### src/rtl/pat_pkg.sv
// Shared types and constants for the program association section parser.
// No dependencies; every other file of the block but pat_if imports this package.
`default_nettype none
package pat_pkg;

  localparam int QUEUE_DEPTH_DEF = 2;

  localparam logic [2:0] KIND_PROGRAM  = 3'd0;
  localparam logic [2:0] KIND_NETWORK  = 3'd1;
  localparam logic [2:0] KIND_DONE     = 3'd2;
  localparam logic [2:0] KIND_DUP      = 3'd3;
  localparam logic [2:0] KIND_BAD_TID  = 3'd4;
  localparam logic [2:0] KIND_BAD_BITS = 3'd5;
  localparam logic [2:0] KIND_BAD_LEN  = 3'd6;

  localparam logic [7:0]  TID_FORBIDDEN = 8'hFF;
  localparam logic [11:0] LEN_RSV_MASK  = 12'hC00;
  localparam logic [11:0] LEN_MAX       = 12'h3FD;
  localparam logic [11:0] LEN_MIN       = 12'd9;
  localparam logic [9:0]  LEN_OVERHEAD  = 10'd6;
  localparam logic [9:0]  ENTRY_BASE    = 10'd8;
  localparam logic [9:0]  CRC_TAIL      = 10'd3;

  localparam logic [9:0] POS_LEN_HI  = 10'd1;
  localparam logic [9:0] POS_LEN_LO  = 10'd2;
  localparam logic [9:0] POS_TSID_HI = 10'd3;
  localparam logic [9:0] POS_TSID_LO = 10'd4;
  localparam logic [9:0] POS_VERSION = 10'd5;
  localparam logic [9:0] POS_SECTION = 10'd6;
  localparam logic [9:0] POS_LAST    = 10'd7;

  typedef struct packed {
    logic [2:0]  result_kind;
    logic [15:0] program_number;
    logic [12:0] pid;
    logic [15:0] stream_id;
    logic [4:0]  version;
    logic        current_next;
    logic [7:0]  section_number;
    logic [7:0]  last_section;
  } pat_result_t;

  typedef struct packed {
    logic full;
    logic empty;
  } pat_q_status_t;

endpackage
`default_nettype wire

### src/rtl/pat_if.sv
// Valid/ready channel interfaces for section bytes in and parse results out.
// Standalone; used by the top level and its environment.
`default_nettype none
interface pat_in_if;
  logic       valid;
  logic       ready;
  logic [7:0] data_byte;
  logic       section_start;

  modport source (output valid, output data_byte, output section_start, input ready);
  modport sink   (input valid, input data_byte, input section_start, output ready);
endinterface

interface pat_out_if;
  logic        valid;
  logic        ready;
  logic [2:0]  result_kind;
  logic [15:0] program_number;
  logic [12:0] pid;
  logic [15:0] stream_id;
  logic [4:0]  version;
  logic        current_next;
  logic [7:0]  section_number;
  logic [7:0]  last_section;

  modport source (output valid, output result_kind, output program_number, output pid,
                  output stream_id, output version, output current_next,
                  output section_number, output last_section, input ready);
  modport sink   (input valid, input result_kind, input program_number, input pid,
                  input stream_id, input version, input current_next,
                  input section_number, input last_section, output ready);
endinterface
`default_nettype wire

### src/rtl/pat_section_parser_top.sv
// Top level of the program association section parser.
// Depends on pat_pkg, pat_if, pat_front, pat_queue and pat_back.
//
// Usage:
//   in_bus carries one section byte per beat with section_start marking the
//   table id byte. A start beat always opens a new section and drops any
//   section in progress; bytes outside a section are consumed silently.
//   out_bus carries at most one result per input beat: a program entry or
//   network PID on the fourth byte of each entry, a done result on the fourth
//   CRC byte, or one error/duplicate result on the last section number
//   byte, along with the current header fields.
//   Throughput is one byte per cycle while the result queue is not full. A result
//   passes through the queue write and then the output register to out_bus.
//   in_bus.ready drops only while the result queue is full, which happens
//   when the receiver holds out_bus.ready low; bytes keep flowing until then.
//   Reset (rst_n low, synchronous) clears the parser state, the recorded
//   section number and the queue; the block then waits for a start beat.
`default_nettype none
module pat_section_parser_top import pat_pkg::*; #(
  parameter int QUEUE_DEPTH = QUEUE_DEPTH_DEF
) (
  input  wire logic clk,
  input  wire logic rst_n,
  pat_in_if.sink    in_bus,
  pat_out_if.source out_bus
);

  logic          accept;
  logic          push;
  logic          pop;
  pat_result_t   push_data;
  pat_result_t   q_data;
  pat_result_t   out_data;
  pat_q_status_t q_status;

  assign in_bus.ready = !q_status.full;
  assign accept       = in_bus.valid && in_bus.ready;

  pat_front u_front (
    .clk           (clk),
    .rst_n         (rst_n),
    .accept        (accept),
    .data_byte     (in_bus.data_byte),
    .section_start (in_bus.section_start),
    .push          (push),
    .push_data     (push_data)
  );

  pat_queue #(.DEPTH(QUEUE_DEPTH)) u_queue (
    .clk       (clk),
    .rst_n     (rst_n),
    .push      (push),
    .push_data (push_data),
    .pop       (pop),
    .pop_data  (q_data),
    .status    (q_status)
  );

  pat_back u_back (
    .clk       (clk),
    .rst_n     (rst_n),
    .q_status  (q_status),
    .q_data    (q_data),
    .pop       (pop),
    .out_valid (out_bus.valid),
    .out_ready (out_bus.ready),
    .out_data  (out_data)
  );

  assign out_bus.result_kind    = out_data.result_kind;
  assign out_bus.program_number = out_data.program_number;
  assign out_bus.pid            = out_data.pid;
  assign out_bus.stream_id      = out_data.stream_id;
  assign out_bus.version        = out_data.version;
  assign out_bus.current_next   = out_data.current_next;
  assign out_bus.section_number = out_data.section_number;
  assign out_bus.last_section   = out_data.last_section;

endmodule
`default_nettype wire

### src/rtl/pat_front.sv
// Front end: byte-position tracking, header latch, header checks, entry assembly.
// Depends on pat_pkg; pushes one result per qualifying beat into the queue.
`default_nettype none
module pat_front import pat_pkg::*; (
  input  wire logic        clk,
  input  wire logic        rst_n,
  input  wire logic        accept,
  input  wire logic [7:0]  data_byte,
  input  wire logic        section_start,
  output logic             push,
  output pat_result_t      push_data
);

  logic [9:0]  pos_r, pos_nxt;
  logic        active_r, active_nxt;
  logic [11:0] len_r, len_nxt;
  logic [7:0]  tid_r, tid_nxt;
  logic [15:0] tsid_r, tsid_nxt;
  logic [4:0]  ver_r, ver_nxt;
  logic        cur_r, cur_nxt;
  logic [7:0]  secn_r, secn_nxt;
  logic [7:0]  last_r, last_nxt;
  logic [7:0]  rec_sec_r, rec_sec_nxt;
  logic        rec_valid_r, rec_valid_nxt;
  logic [23:0] ent_r, ent_nxt;
  logic [9:0]  lim;
  logic [2:0]  kind;
  logic [15:0] pn;
  logic [12:0] pid;

  assign lim = ENTRY_BASE + ((len_r[9:0] - LEN_OVERHEAD) & ~10'd3);

  always_comb begin
    pos_nxt       = pos_r;
    active_nxt    = active_r;
    len_nxt       = len_r;
    tid_nxt       = tid_r;
    tsid_nxt      = tsid_r;
    ver_nxt       = ver_r;
    cur_nxt       = cur_r;
    secn_nxt      = secn_r;
    last_nxt      = last_r;
    rec_sec_nxt   = rec_sec_r;
    rec_valid_nxt = rec_valid_r;
    ent_nxt       = ent_r;
    push          = 1'b0;
    kind          = KIND_PROGRAM;
    pn            = 16'd0;
    pid           = 13'd0;
    if (accept) begin
      if (section_start) begin
        tid_nxt    = data_byte;
        pos_nxt    = POS_LEN_HI;
        active_nxt = 1'b1;
      end else if (active_r) begin
        pos_nxt = pos_r + 10'd1;
        case (pos_r)
          POS_LEN_HI:  len_nxt = {data_byte[3:0], 8'h00};
          POS_LEN_LO:  len_nxt = {len_r[11:8], data_byte};
          POS_TSID_HI: tsid_nxt = {data_byte, 8'h00};
          POS_TSID_LO: tsid_nxt = {tsid_r[15:8], data_byte};
          POS_VERSION: begin
            ver_nxt = data_byte[5:1];
            cur_nxt = data_byte[0];
          end
          POS_SECTION: secn_nxt = data_byte;
          POS_LAST: begin
            last_nxt   = data_byte;
            active_nxt = 1'b0;
            push       = 1'b1;
            if (rec_valid_r && rec_sec_r == secn_r) begin
              kind = KIND_DUP;
            end else begin
              rec_sec_nxt   = secn_r;
              rec_valid_nxt = 1'b1;
              if (tid_r == TID_FORBIDDEN) begin
                kind = KIND_BAD_TID;
              end else if ((len_r & LEN_RSV_MASK) != 12'd0) begin
                kind = KIND_BAD_BITS;
              end else if (len_r >= LEN_MAX || len_r < LEN_MIN) begin
                kind = KIND_BAD_LEN;
              end else begin
                push       = 1'b0;
                active_nxt = 1'b1;
              end
            end
          end
          default: begin
            if (pos_r < ENTRY_BASE) begin
              active_nxt = 1'b0;
            end else if (pos_r < lim) begin
              if (pos_r[1:0] != 2'd3) begin
                ent_nxt = {ent_r[15:0], data_byte};
              end else begin
                push = 1'b1;
                pn   = ent_r[23:8];
                pid  = {ent_r[4:0], data_byte};
                kind = (ent_r[23:8] == 16'd0) ? KIND_NETWORK : KIND_PROGRAM;
              end
            end else if (pos_r >= lim + CRC_TAIL) begin
              active_nxt = 1'b0;
              push       = 1'b1;
              kind       = KIND_DONE;
            end
          end
        endcase
      end
    end
  end

  always_comb begin
    push_data.result_kind    = kind;
    push_data.program_number = pn;
    push_data.pid            = pid;
    push_data.stream_id      = tsid_nxt;
    push_data.version        = ver_nxt;
    push_data.current_next   = cur_nxt;
    push_data.section_number = secn_nxt;
    push_data.last_section   = last_nxt;
  end

  always_ff @(posedge clk) begin
    if (!rst_n) begin
      pos_r       <= 10'd0;
      active_r    <= 1'b0;
      len_r       <= 12'd0;
      tid_r       <= 8'd0;
      tsid_r      <= 16'd0;
      ver_r       <= 5'd0;
      cur_r       <= 1'b0;
      secn_r      <= 8'd0;
      last_r      <= 8'd0;
      rec_sec_r   <= 8'd0;
      rec_valid_r <= 1'b0;
      ent_r       <= 24'd0;
    end else begin
      pos_r       <= pos_nxt;
      active_r    <= active_nxt;
      len_r       <= len_nxt;
      tid_r       <= tid_nxt;
      tsid_r      <= tsid_nxt;
      ver_r       <= ver_nxt;
      cur_r       <= cur_nxt;
      secn_r      <= secn_nxt;
      last_r      <= last_nxt;
      rec_sec_r   <= rec_sec_nxt;
      rec_valid_r <= rec_valid_nxt;
      ent_r       <= ent_nxt;
    end
  end

endmodule
`default_nettype wire

### src/rtl/pat_queue.sv
// Short result queue decoupling the parsing front end from the output stage.
// Depends on pat_pkg for the result type and status struct.
`default_nettype none
module pat_queue import pat_pkg::*; #(
  parameter int DEPTH = QUEUE_DEPTH_DEF
) (
  input  wire logic        clk,
  input  wire logic        rst_n,
  input  wire logic        push,
  input  wire pat_result_t push_data,
  input  wire logic        pop,
  output pat_result_t      pop_data,
  output pat_q_status_t    status
);

  localparam int PW = (DEPTH > 1) ? $clog2(DEPTH) : 1;
  localparam int CW = $clog2(DEPTH + 1);
  localparam logic [PW-1:0] LAST_IDX = PW'(DEPTH - 1);
  localparam logic [CW-1:0] FULL_CNT = CW'(DEPTH);

  pat_result_t   mem [DEPTH];
  logic [PW-1:0] wr_ptr_r, wr_ptr_nxt;
  logic [PW-1:0] rd_ptr_r, rd_ptr_nxt;
  logic [CW-1:0] cnt_r, cnt_nxt;
  logic          do_push, do_pop;

  assign status.full  = (cnt_r == FULL_CNT);
  assign status.empty = (cnt_r == '0);
  assign do_push      = push && !status.full;
  assign do_pop       = pop && !status.empty;
  assign pop_data     = mem[rd_ptr_r];

  always_comb begin
    wr_ptr_nxt = wr_ptr_r;
    rd_ptr_nxt = rd_ptr_r;
    cnt_nxt    = cnt_r;
    if (do_push) wr_ptr_nxt = (wr_ptr_r == LAST_IDX) ? '0 : wr_ptr_r + PW'(1);
    if (do_pop)  rd_ptr_nxt = (rd_ptr_r == LAST_IDX) ? '0 : rd_ptr_r + PW'(1);
    if (do_push && !do_pop) cnt_nxt = cnt_r + CW'(1);
    if (do_pop && !do_push) cnt_nxt = cnt_r - CW'(1);
  end

  always_ff @(posedge clk) begin
    if (do_push) mem[wr_ptr_r] <= push_data;
  end

  always_ff @(posedge clk) begin
    if (!rst_n) begin
      wr_ptr_r <= '0;
      rd_ptr_r <= '0;
      cnt_r    <= '0;
    end else begin
      wr_ptr_r <= wr_ptr_nxt;
      rd_ptr_r <= rd_ptr_nxt;
      cnt_r    <= cnt_nxt;
    end
  end

  a_cnt_bound: assert property (@(posedge clk) disable iff (!rst_n) cnt_r <= FULL_CNT)
    else $error("queue count over depth");
  a_no_overflow: assert property (@(posedge clk) disable iff (!rst_n) !(push && status.full))
    else $error("push into full queue");
  a_no_underflow: assert property (@(posedge clk) disable iff (!rst_n) !(pop && status.empty))
    else $error("pop from empty queue");
  a_ptr_track: assert property (@(posedge clk) disable iff (!rst_n)
    (cnt_r == '0 || cnt_r == FULL_CNT) |-> wr_ptr_r == rd_ptr_r)
    else $error("queue pointers disagree with count");

endmodule
`default_nettype wire

### src/rtl/pat_back.sv
// Back end: output register that drains the queue into the result channel.
// Depends on pat_pkg for the result type and queue status.
`default_nettype none
module pat_back import pat_pkg::*; (
  input  wire logic          clk,
  input  wire logic          rst_n,
  input  wire pat_q_status_t q_status,
  input  wire pat_result_t   q_data,
  output logic               pop,
  output logic               out_valid,
  input  wire logic          out_ready,
  output pat_result_t        out_data
);

  logic        vld_r, vld_nxt;
  pat_result_t data_r;

  assign pop       = !q_status.empty && (!vld_r || out_ready);
  assign vld_nxt   = pop || (vld_r && !out_ready);
  assign out_valid = vld_r;
  assign out_data  = data_r;

  always_ff @(posedge clk) begin
    if (!rst_n) vld_r <= 1'b0;
    else        vld_r <= vld_nxt;
  end

  always_ff @(posedge clk) begin
    if (pop) data_r <= q_data;
  end

endmodule
`default_nettype wire

### src/flat_wrapper.sv
// flat-port wrapper written by rule: the top's interface ports become plain ports
module pat_section_parser_top_flat import pat_pkg::*;
#(
  parameter int QUEUE_DEPTH = QUEUE_DEPTH_DEF
)
  (clk, rst_n, in_bus_valid, in_bus_data_byte, in_bus_section_start, in_bus_ready, out_bus_valid, out_bus_result_kind, out_bus_program_number, out_bus_pid, out_bus_stream_id, out_bus_version, out_bus_current_next, out_bus_section_number, out_bus_last_section, out_bus_ready);
  pat_in_if in_bus_i ();
  pat_out_if out_bus_i ();
  input  wire logic clk;
  input  wire logic rst_n;
  input wire logic [$bits(in_bus_i.valid)-1:0] in_bus_valid;
  input wire logic [$bits(in_bus_i.data_byte)-1:0] in_bus_data_byte;
  input wire logic [$bits(in_bus_i.section_start)-1:0] in_bus_section_start;
  output wire logic [$bits(in_bus_i.ready)-1:0] in_bus_ready;
  output wire logic [$bits(out_bus_i.valid)-1:0] out_bus_valid;
  output wire logic [$bits(out_bus_i.result_kind)-1:0] out_bus_result_kind;
  output wire logic [$bits(out_bus_i.program_number)-1:0] out_bus_program_number;
  output wire logic [$bits(out_bus_i.pid)-1:0] out_bus_pid;
  output wire logic [$bits(out_bus_i.stream_id)-1:0] out_bus_stream_id;
  output wire logic [$bits(out_bus_i.version)-1:0] out_bus_version;
  output wire logic [$bits(out_bus_i.current_next)-1:0] out_bus_current_next;
  output wire logic [$bits(out_bus_i.section_number)-1:0] out_bus_section_number;
  output wire logic [$bits(out_bus_i.last_section)-1:0] out_bus_last_section;
  input wire logic [$bits(out_bus_i.ready)-1:0] out_bus_ready;
  assign in_bus_i.valid = in_bus_valid;
  assign in_bus_i.data_byte = in_bus_data_byte;
  assign in_bus_i.section_start = in_bus_section_start;
  assign in_bus_ready = in_bus_i.ready;
  assign out_bus_valid = out_bus_i.valid;
  assign out_bus_result_kind = out_bus_i.result_kind;
  assign out_bus_program_number = out_bus_i.program_number;
  assign out_bus_pid = out_bus_i.pid;
  assign out_bus_stream_id = out_bus_i.stream_id;
  assign out_bus_version = out_bus_i.version;
  assign out_bus_current_next = out_bus_i.current_next;
  assign out_bus_section_number = out_bus_i.section_number;
  assign out_bus_last_section = out_bus_i.last_section;
  assign out_bus_i.ready = out_bus_ready;
  pat_section_parser_top #(.QUEUE_DEPTH(QUEUE_DEPTH)) u_core (.clk(clk), .rst_n(rst_n), .in_bus(in_bus_i), .out_bus(out_bus_i));
endmodule
### config.mk
export PLATFORM = sky130hd
export DESIGN_NAME = pat_section_parser_top_flat
export DESIGN_NICKNAME = d
export VERILOG_FILES = /design/src/rtl/pat_pkg.sv /design/src/rtl/pat_if.sv /design/src/rtl/pat_section_parser_top.sv /design/src/rtl/pat_front.sv /design/src/rtl/pat_queue.sv /design/src/rtl/pat_back.sv /design/src/flat_wrapper.sv
export SDC_FILE = /design/constraint.sdc
export NUM_CORES = 1
export LEC_CHECK = 0
export ABC_AREA = 0
export BUFFER_PORTS_ARGS = -buffer_cell sky130_fd_sc_hd__buf_2
export CAP_MARGIN = 5
export CELL_PAD_IN_SITES_DETAIL_PLACEMENT = 1
export CELL_PAD_IN_SITES_GLOBAL_PLACEMENT = 1
export CORE_MARGIN = 3
export CORE_UTILIZATION = 35
export CTS_CLUSTER_DIAMETER = 80
export DETAILED_ROUTE_END_ITERATION = 6
export PLACE_DENSITY_LB_ADDON = 0.1
export SYNTH_ARGS = -nofsm -noshare
export SYNTH_HDL_FRONTEND = slang
export SYNTH_SLANG_ARGS = --single-unit
### constraint.sdc
create_clock -name clk -period 9.42 [get_ports clk]
set_clock_uncertainty 0.05 [all_clocks]
set_input_delay 0.942 -clock clk [delete_from_list [all_inputs] [get_ports clk]]
set_output_delay 0.942 -clock clk [all_outputs]
set_load 0.03 [all_outputs]
# After elaboration in Yosys (flattened, before gate mapping)
# Memories as Yosys holds them, arrays and structs flattened. A register that Yosys moved wholly into a read port is not among the register bits.
# Index checks and enable logic that the tools add are counted.
[op_classes]
div = 0
add_sub_neg = 8
shift = 0
mux = 78
reduce_logical = 31
order_cmp = 5
eq_ne = 11
bitwise = 5
mul = 0
[ops]
columns = ["operator", "n"]
rows = [
  ["2-to-1 mux 16 bit", 10],
  ["2-to-1 mux 13 bit", 7],
  ["2-to-1 mux 8 bit", 8],
  ["== test 10 x 3 -> 1 bit (second input constant)", 4],
  ["one-hot mux 16 bit (2 select lines)", 1],
  ["2-to-1 mux 1 bit", 30],
  ["2-to-1 mux 3 bit", 9],
  ["one-hot mux 12 bit (2 select lines)", 1],
  ["== test 10 x 2 -> 1 bit (second input constant)", 2],
  ["2-to-1 mux 10 bit", 2],
  ["2-to-1 mux 5 bit", 4],
  ["zero test 16 bit", 1],
  [">= comparator 12 x 10 -> 1 bit (second input constant)", 1],
  ["less-than comparator 12 x 4 -> 1 bit (second input constant)", 1],
  ["nonzero test 12 bit", 1],
  ["adder 10 x 1 -> 10 bit (second input constant)", 1],
  ["adder 10 x 2 -> 10 bit (second input constant)", 1],
  ["adder 4 x 10 -> 10 bit (first input constant)", 1],
  ["== test 10 x 1 -> 1 bit (second input constant)", 1],
  [">= comparator 10 bit", 1],
  ["less-than comparator 10 bit", 1],
  ["less-than comparator 10 x 4 -> 1 bit (second input constant)", 1],
  ["AND reduction 5 bit", 2],
  ["subtractor 10 x 3 -> 10 bit (second input constant)", 1],
  ["other kinds (21)", 46],
]
[totals]
n_memories = 1
output_inout_bits = 72
register_bits = 107
latchBits = 0
rom_bits = 0
mem_bits_rw = 140
in_bits = 13
word_cells = 156
[memory_table]
columns = ["name", "words", "width", "read_ports", "rd_clocked_by_memory_dff", "wr", "line", "rtl"]
rows = [
  ["u_core.u_queue.mem", 2, 70, 1, 1, 1, "pat_queue.sv:21", "pat_result_t mem [DEPTH];"],
]

# Logic depth before layout (Yosys ltp)
# Gate-level depths: netlist of run 1.
[depth]
ltp_word = 15
depth_mapped = 20
depth_no_buf = 19

# Modules after synthesis
# From an unflattened synthesis of run 1, not the netlist that was laid out.
[hier_totals]
cells_unflattened = 920
area_unflattened_um2 = 12534.5
[by_module_without_submodules]
columns = ["mod", "instances", "cells_per_inst", "seq_area_each_um2", "area_each_um2"]
rows = [
  ["pat_queue", 1, 244, 4304.1, 5267.6],
  ["pat_front", 1, 600, 2042.0, 5111.2],
  ["pat_back", 1, 74, 2122.0, 2145.8],
  ["pat_section_parser_top", 1, 2, 0.0, 10.0],
]

# Worst setup path before layout of run 1
# OpenSTA, ideal clock, no wires.
[synth_path]
kind = "reg-to-reg"
from = "register u_core.u_front.len_r[1]"
to = "memory u_core.u_queue.mem[1][0] (netlist name) (enable)"
path_buffers = 1
arrival_time_ps = 6104
setup_slack_ps = 2760
stages_incl_launch_ff = 16
cell_sequence = "dfxtp_1 > ha_1 > or3_4 > buf_6 > or4_4 > or2_4 > a21boi_2 > mux2i_1 > xnor2_1 > ha_1 > a21o_1 > a21o_1 > nor2_1 > o22ai_1 > a21oi_1 > nor2b_1"
[synth_via]
elab_chain_len = 14
[synth_lines]
columns = ["item", "line", "rtl"]
rows = [
  ["from (decl)", "pat_front.sv:16", "logic [11:0] len_r, len_nxt;"],
  ["from (signal assigned)", "pat_front.sv:139", "len_r <= len_nxt;"],
  ["subtractor 10 x 3 -> 10 bit", "pat_front.sv:31", "assign lim = ENTRY_BASE + ((len_r[9:0] - LEN_OVERHEAD) & ~10'd3);"],
  ["adder 4 x 10 -> 10 bit", "pat_front.sv:31", ""],
  ["adder 10 x 2 -> 10 bit", "pat_front.sv:100", "end else if (pos_r >= lim + CRC_TAIL) begin"],
  [">= comparator 10 bit", "pat_front.sv:100", ""],
  ["2-to-1 mux 1 bit", "pat_front.sv:100", ""],
  ["2-to-1 mux 1 bit", "pat_front.sv:91", "end else if (pos_r < lim) begin"],
  ["2-to-1 mux 1 bit", "pat_front.sv:89", "if (pos_r < ENTRY_BASE) begin"],
  ["one-hot mux 1 bit (2 select lines) (*)", "pat_front.sv:57", "case (pos_r)"],
  ["2-to-1 mux 1 bit (*)", "pat_front.sv:55", "end else if (active_r) begin"],
  ["2-to-1 mux 1 bit (*)", "pat_front.sv:51", "if (section_start) begin"],
  ["2-to-1 mux 1 bit (*)", "pat_front.sv:50", "if (accept) begin"],
  ["logical AND 1 bit (*)", "pat_queue.sv:29", "assign do_push = push && !status.full;"],
  ["2-to-1 mux 1 bit (*)", "pat_queue.sv:44", "if (do_push) mem[wr_ptr_r] <= push_data;"],
  ["2-to-1 mux 1 bit (not written as such) (*)", "pat_queue.sv:44", ""],
  ["to (decl)", "pat_queue.sv:21", ""],
]
# Every way passes the cells marked *; elsewhere a longest branch is shown, timed or not.

# Worst setup path in the final report of run 1
[layout_path]
from = "register u_core.u_front.len_r[1]"
to = "memory u_core.u_queue.mem[0][4] (netlist name) (enable)"
# Same word-level chain as after synthesis.

==> results of run 1 <==
## cell usage after synthesis, types with 2 or more instances
| cell | number |
|---|---|
| a311oi_1 | 6 |
| nand2_1 | 76 |
| nand3_1 | 34 |
| buf_6 | 4 |
| buf_2 | 2 |
| a21o_1 | 3 |
| o21ai_0 | 12 |
| a21oi_1 | 23 |
| nor3_1 | 11 |
| nand4b_1 | 2 |
| nor2_1 | 60 |
| nor2b_1 | 3 |
| ha_1 | 16 |
| nor4_1 | 9 |
| nand4_1 | 7 |
| xor2_1 | 9 |
| inv_1 | 9 |
| mux2_2 | 92 |
| edfxtp_1 | 210 |
| or3_1 | 2 |
| dfxtp_1 | 107 |
| or4_4 | 2 |
| a31oi_1 | 4 |
| a22oi_1 | 9 |
| clkbuf_1 | 38 |
| mux2i_1 | 20 |
| and2_1 | 62 |
| and3_1 | 3 |
| buf_1 | 3 |
| xnor2_1 | 11 |
| o21ai_1 | 25 |
| a22o_1 | 9 |
| o211ai_1 | 2 |
| buf_4 | 3 |
## kinds of logic (layout without fill, tap and decap cells)
logic type | count (synthesis) | count (layout) | synth area share [%]
adder cells (fa/ha/maj) | 16 | 16 | 1.61
AND/OR/NAND/NOR | 285 | 285 | 11.6
XOR/XNOR | 20 | 20 | 1.41
AO/OA/AOI/OAI | 102 | 102 | 5.14
flip-flops | 317 | 317 | 68.0
buffers and inverters | 62 | 165 | 2.29
multiplexers | 112 | 112 | 9.95
## layout by cell type (no fill, tap or decap), types with 7 or more instances in the layout
cell	count
o21ai_0	12
edfxtp_1	210
nor3_1	11
mux2_2	92
inv_1	9
ha_1	16
a22oi_1	9
clkbuf_16	35
xor2_1	9
nor2_1	58
buf_2	84
nor4_1	9
xnor2_1	11
a21oi_1	23
nand3_1	34
buf_4	9
nand2_1	76
clkbuf_1	16
nand4_1	7
dfxtp_1	106
and2_1	62
a22o_1	9
o21ai_1	25
mux2i_1	20
## worst max-delay path: stages, from the launching register on
cell and delay (ps):
dfxtp_1 360, ha_1 260, or3_4 380, or4_4 420
or2_4 250, a21boi_2 150, mux2i_1 240, xnor2_1 140
ha_1 270, a21o_1 170, a21o_1 230, nor4_1 410
nand4_1 170, a21oi_1 620, nor2_4 190, buf_4 430
## area by class of cell
class	count	area, um2	share of cell area, %
Inverter	10	37.5	0.263
Multi-Input combinational cell	535	3720	26.0
Timing Repair Buffer	93	488	3.42
Clock inverter	8	38.8	0.272
Tap cell	455	569	3.99
Sequential cell	317	8450	59.2
Clock buffer	54	977	6.84
## flip-flops by register name (all words and copies together), names as in the netlist, 2 cells and up
signal and cells:
u_core.u_queue.mem 140, u_core.u_back.out_data 70, u_core.u_front.ent_r 24, u_core.u_front.tsid_r 16, u_core.u_front.len_r 12, u_core.u_front.pos_r 10
u_core.u_front.last_r 8, u_core.u_front.rec_sec_r 8, u_core.u_front.secn_r 8, u_core.u_front.tid_r 8, u_core.u_front.ver_r 5, u_core.u_queue.cnt_r 2
## report_power, final
part | internal, mW | switching, mW
Combinational | 0.121 | 0.254
Sequential | 1.57 | 0.0275
Clock | 0.713 | 0.524
## per-stage QoR
step,hold WS (ps),instances,util [%]
after CTS,405,1472,41.0
final,397,1472,41.0
after detailed placement,397,1410,38.1
after global routing,429,1472,41.0
after floorplan,379,914,-
after global placement,389,1410,38.1
## routing by layer
metal / up-vias / wire length (um)
li1: 3477 / -
met5: - / 0
met3: 40 / 796
met1: 3598 / 12800
met4: 0 / 514
met2: 93 / 13700
## how the worst max path moves through the flow
stage | startpoint | end | slack, ps | depth (start not counted)
after floorplan | u_core.u_front.len_r[1]$_SDFFE_PN0P_ | u_core.u_queue.mem[1][0]$_DFFE_PP_ | 2760 | 15
after global placement | u_core.u_front.len_r[1]$_SDFFE_PN0P_ | u_core.u_queue.mem[0][57]$_DFFE_PP_ | 4320 | 15
after detailed placement | u_core.u_front.len_r[1]$_SDFFE_PN0P_ | u_core.u_queue.mem[0][65]$_DFFE_PP_ | 4200 | 15
after CTS | u_core.u_front.len_r[1]$_SDFFE_PN0P_ | u_core.u_queue.mem[0][6]$_DFFE_PP_ | 4190 | 15
after global routing | u_core.u_front.len_r[1]$_SDFFE_PN0P_ | u_core.u_queue.mem[0][41]$_DFFE_PP_ | 3980 | 15
final | u_core.u_front.len_r[1]$_SDFFE_PN0P_ | u_core.u_queue.mem[0][4]$_DFFE_PP_ | 4210 | 15
==> qor.yml, run 1 <==
timing.rr.start: "u_core.u_front.len_r[1]$_SDFFE_PN0P_"
setup_viol: 0
synthToLayoutAreaGrowth_pct: 15.0
grt_antenna_before_repair: 0
cp.arrival_ps: 5280
ys.flop_type: "edfxtp_1"
period_share_pct: 55.3
grtUsageTotal_pct: 14.9
p_leak_nw: 5.05
cts.sinks: 317
critical_path_required_ps: 9490
worst_skew_pair.late_latency_ps: 500
num_io_pins: 85
clk_pin_slew_ps: 60
fill_cells: 3594
wirelength_um: 27900
grt_max_degree: 75
endpoint_kind: "flip-flop"
irDropWorstVdd_mv: 0.116
gp_congestion: 0.763
port_buffers: 84
design_area_um2: 14300
grt_util_met2_pct: 26.1
syn_inst: 914
antenna_cells: 0
layout-drive-gt1-share_pct: 24.0
met3_usage_pct: 2.36
cts_root_buf: "clkbuf_16"
synth.avg_cell_area_um2: 13.6
final_max_slew_viol_count: 0
cts_buffer_depth: 3
place_ws_ps: 4200
ys_top_cells_by_area: "edfxtp_1, dfxtp_1, mux2_2, and2_1, nand2_1"
layout_setup_ws_ps: 4210
critPathKind: "reg -> reg"
syn_nets: 943
numCtsBuffers: 35
r2r_end: "u_core.u_queue.mem[0][4]$_DFFE_PP_"
ys_types: 60
top_usage_layer: "met2"
drv_cap: 0
report.final.hold_viol_count: 0
path_max_fanout: 60
fp.dieH_um: 194
initial_core_util_pct: 35.7
use_met1_pct: 19.6
synthDominantCellAreaShare_pct: 50.8
status: "finished clean"
drc: 0
holdPathStages: 2
drtIter0Drc: 327
synth-seq-area-share_pct: 68.0
synth_warnings: 0
whs_endpoint: "u_core.u_front.ent_r[13]$_SDFFE_PN0P_"
drtPass1Iterations: 4
rsz0062_at_grt: "false"
syn_area_um2: 12400
die_w_um: 194
grt.overflow.total: 0
setup_tns_ps: 0
start_kind: "flip-flop"
num_rows: 68
wire_per_inst_um: 18.9
p_total_mw: 3.21
vias_per_cell: 4.90
dpl_cell_area_um2: 13300
synth_edf_count: 210
ys_seq_elements: 317
async_flop_share_pct: 0
dieArea_um2: 37800
worst_pin_slew_ps: 1110
synth_area_leader_cell: "edfxtp_1"
r2r_setup_slack_ps: 4210
post-cts-setup-buffers: 0
antenna_left: 0
hold_path_class: "reg -> reg"
ctsResizeCount: 0
nets: 1021
hp-start: "u_core.u_front.ent_r[5]$_SDFFE_PN0P_"
timing.slew.headroom_pct: 25.4
cellPowerDensity_nw_per_um2: 224
fp.coreArea_um2: 34800
grt_pass1_vias: 7499
r2r_cells: 15
hold_buffers: 0
cts_tree: "done"
finalCriticalPeriod_ps: 5210
dp_hpwl_um: 17300
via_count: 7208
cts-htree-levels: 2
grt_first_pass_wirelength_um: 44400
max_freq_mhz: 192
Power figures use the tool's default switching activity.
==> inputs of run 2 (changes only) <==
clock period = 4.3 ns   (was 9.42 ns; I/O delays follow)
==> run 2 against run 1 <==
  * Utilization is 1.0 points higher
  * Final cell count is 1.2% higher
  * Combinational power is 98% higher
  * Sequential share of layout area is 1.5 points lower
  * Highest routed layer unchanged
  * Critical endpoint is now u_core.u_queue.cnt_r[1]$_SDFFE_PN0P_
  * First-iteration DRC count is 0.61% lower
  * Non-clock buffer count is 14 higher
==> qor.yml, run 2 (synthesis results as in run 1) <==
status: "finished clean"
die_w_um: 194  # unchanged
num_io_pins: 85  # unchanged
cts-htree-levels: 2  # unchanged
hold_path_class: "in -> reg"
whs_endpoint: "u_core.u_front.active_r$_SDFFE_PN0P_"
holdWs_ps: 200  # -198 ps
cellPowerDensity_nw_per_um2: 499  # +120%
num_rows: 68  # unchanged
nets: 1036  # +1.5%
path_max_fanout: 6  # -90%
wire_per_inst_um: 19.1  # +0.97%
cts.sinks: 317  # unchanged
rsz0062_at_grt: "true"
initial_core_util_pct: 35.7  # unchanged
top_register: "u_core.u_queue.mem"
r2r_cells: 17  # +2
grt_max_degree: 81  # +8.0%
drc: 0  # unchanged
setup_tns_ps: 0  # unchanged
mostFrequentLayoutCells: "edfxtp_1, dfxtp_1, mux2_2, buf_2, nand2_1"
critical_path_required_ps: 4680  # -4810 ps
drtPass1Iterations: 4  # unchanged
grt_antenna_before_repair: 0  # unchanged
setup_viol: 0  # unchanged
grt.overflow.total: 0  # unchanged
hp-start: "in_bus_section_start"
p_leak_nw: 5.23  # +3.6%
timing.rr.start: "u_core.u_front.len_r[2]$_SDFFE_PN0P_"
grt_first_pass_wirelength_um: 44300  # -0.14%
period_share_pct: 94.9  # +40 points
final_cells: 1489  # +1.2%
fill_cells: 3628  # +0.95%
dp.cells: 1421  # +0.78%
numCtsBuffers: 36  # +2.9%
drv_cap: 0  # unchanged
worst_skew_pair.late_latency_ps: 510  # about the same
finalCriticalPeriod_ps: 4080  # -1130 ps
fp.coreArea_um2: 34800  # unchanged
largest_reg_flops: 140  # unchanged
wirelength_um: 28500  # +2.1%
cp.arrival_ps: 4460  # -820 ps
holdPathStages: 3  # +1
clk_pin_slew_ps: 60  # about the same
antenna_left: 0  # unchanged
max_freq_mhz: 245  # +28%
endpoint_kind: "flip-flop"
vias_per_cell: 4.88  # -0.39%
antenna_cells: 0  # unchanged
timing.slew.headroom_pct: 26.7  # +1.3 points
grt_pass1_vias: 7621  # +1.6%
irDropWorstVdd_mv: 0.307  # +160%
grtUsageTotal_pct: 14.8  # -0.088 points
dpl_cell_area_um2: 13400  # +0.95%
report.final.hold_viol_count: 0  # unchanged
worst_pin_slew_ps: 1100  # -13.1 ps
dieArea_um2: 37800  # unchanged
cts_buffer_depth: 3  # unchanged
r2r_end: "u_core.u_queue.cnt_r[1]$_SDFFE_PN0P_"
gp_congestion: 0.749  # -1.9%
layout-drive-gt1-share_pct: 27.1  # +3.1 points
layout_commonest_cell: "edfxtp_1"
cts_root_buf: "clkbuf_16"
cts_tree: "done"
final_max_slew_viol_count: 0  # unchanged
dp_hpwl_um: 17200  # -0.56%
port_buffers: 84  # unchanged
r2r_setup_slack_ps: 220  # -3990 ps
hold_buffers: 0  # unchanged
critPathKind: "reg -> reg"
fp.dieH_um: 194  # unchanged
via_count: 7263  # +0.76%
start_kind: "flip-flop"
drtIter0Drc: 325  # -0.61%
synthToLayoutAreaGrowth_pct: 17.9
design_area_um2: 14600  # +2.5%
-- run 2: layer usage --
layer | part of all wire [%] | vias up | GRT usage, %
met1 | 47 | 3625 | 20.3
met3 | 2.9 | 34 | 2.36
li1 | - | 3516 | -
met2 | 48 | 88 | 24.7
met4 | 1.9 | 0 | 3.88
met5 | 0 | - | 0
-- run 2: how the worst max path moves through the flow --
stage / end / slack (ps) / cells past startpoint / start
6_report: u_core.u_queue.cnt_r[1]$_SDFFE_PN0P_ / 220 / 17 / u_core.u_front.len_r[2]$_SDFFE_PN0P_
5_1_grt: u_core.u_queue.cnt_r[1]$_SDFFE_PN0P_ / 2 / 16 / u_core.u_front.len_r[2]$_SDFFE_PN0P_
4_1_cts: u_core.u_queue.cnt_r[1]$_SDFFE_PN0P_ / 10 / 16 / u_core.u_front.len_r[2]$_SDFFE_PN0P_
3_5_place_dp: u_core.u_queue.cnt_r[1]$_SDFFE_PN0P_ / -50 / 16 / u_core.u_front.len_r[2]$_SDFFE_PN0P_
3_3_place_gp: u_core.u_queue.cnt_r[1]$_SDFFE_PN0P_ / 50 / 16 / u_core.u_front.len_r[2]$_SDFFE_PN0P_
2_1_floorplan: u_core.u_queue.mem[1][0]$_DFFE_PP_ / -190 / 15 / u_core.u_front.len_r[2]$_SDFFE_PN0P_
-- run 2: power by group --
part	total, mW	switching, mW	internal [mW]
clock	3.00	1.22	1.78
combinational	0.743	0.482	0.261
sequential	3.56	0.122	3.43
total	7.30	1.82	5.48
-- run 2: metrics by stage --
step / util [%] / setup slack, ps / total power, mW
after floorplan: - / -188 / 4.09
final: 42.1 / 219 / 7.30
after detailed placement: 38.5 / -47.8 / 4.39
after global routing: 42.1 / 2.26 / 7.60
after global placement: 38.5 / 48.6 / 4.38
after CTS: 41.9 / 10.5 / 7.44
-- run 2: critical path, stage by stage (launching register included) --
cell	delay, ps
dfxtp_2	360
ha_4	170
or3_4	320
or4_4	420
or2_4	250
a21boi_2	130
mux2i_1	230
xnor2_1	150
ha_1	270
a21o_1	160
a21o_1	180
buf_4	160
nor2_1	80
o22ai_1	90
a21oi_2	170
ha_1	270
or3_1	390
a21oi_2	140
-- run 2: final cells by class --
type | count | area, um2 | share of cell area [%]
Sequential cell | 317 | 8450 | 57.7
Inverter | 10 | 37.5 | 0.256
Timing Repair Buffer | 107 | 656 | 4.48
Clock buffer | 52 | 1060 | 7.25
Clock inverter | 13 | 114 | 0.778
Tap cell | 455 | 569 | 3.89
Multi-Input combinational cell | 535 | 3750 | 25.6
-- run 2: repair_timing --
action,in CTS,in global routing
setup endpoints to repair,1,141
buffers inserted,0,1
gates cloned,0,2
pin swaps,0,5
hold endpoints to repair,0,0
resized for setup,1,6
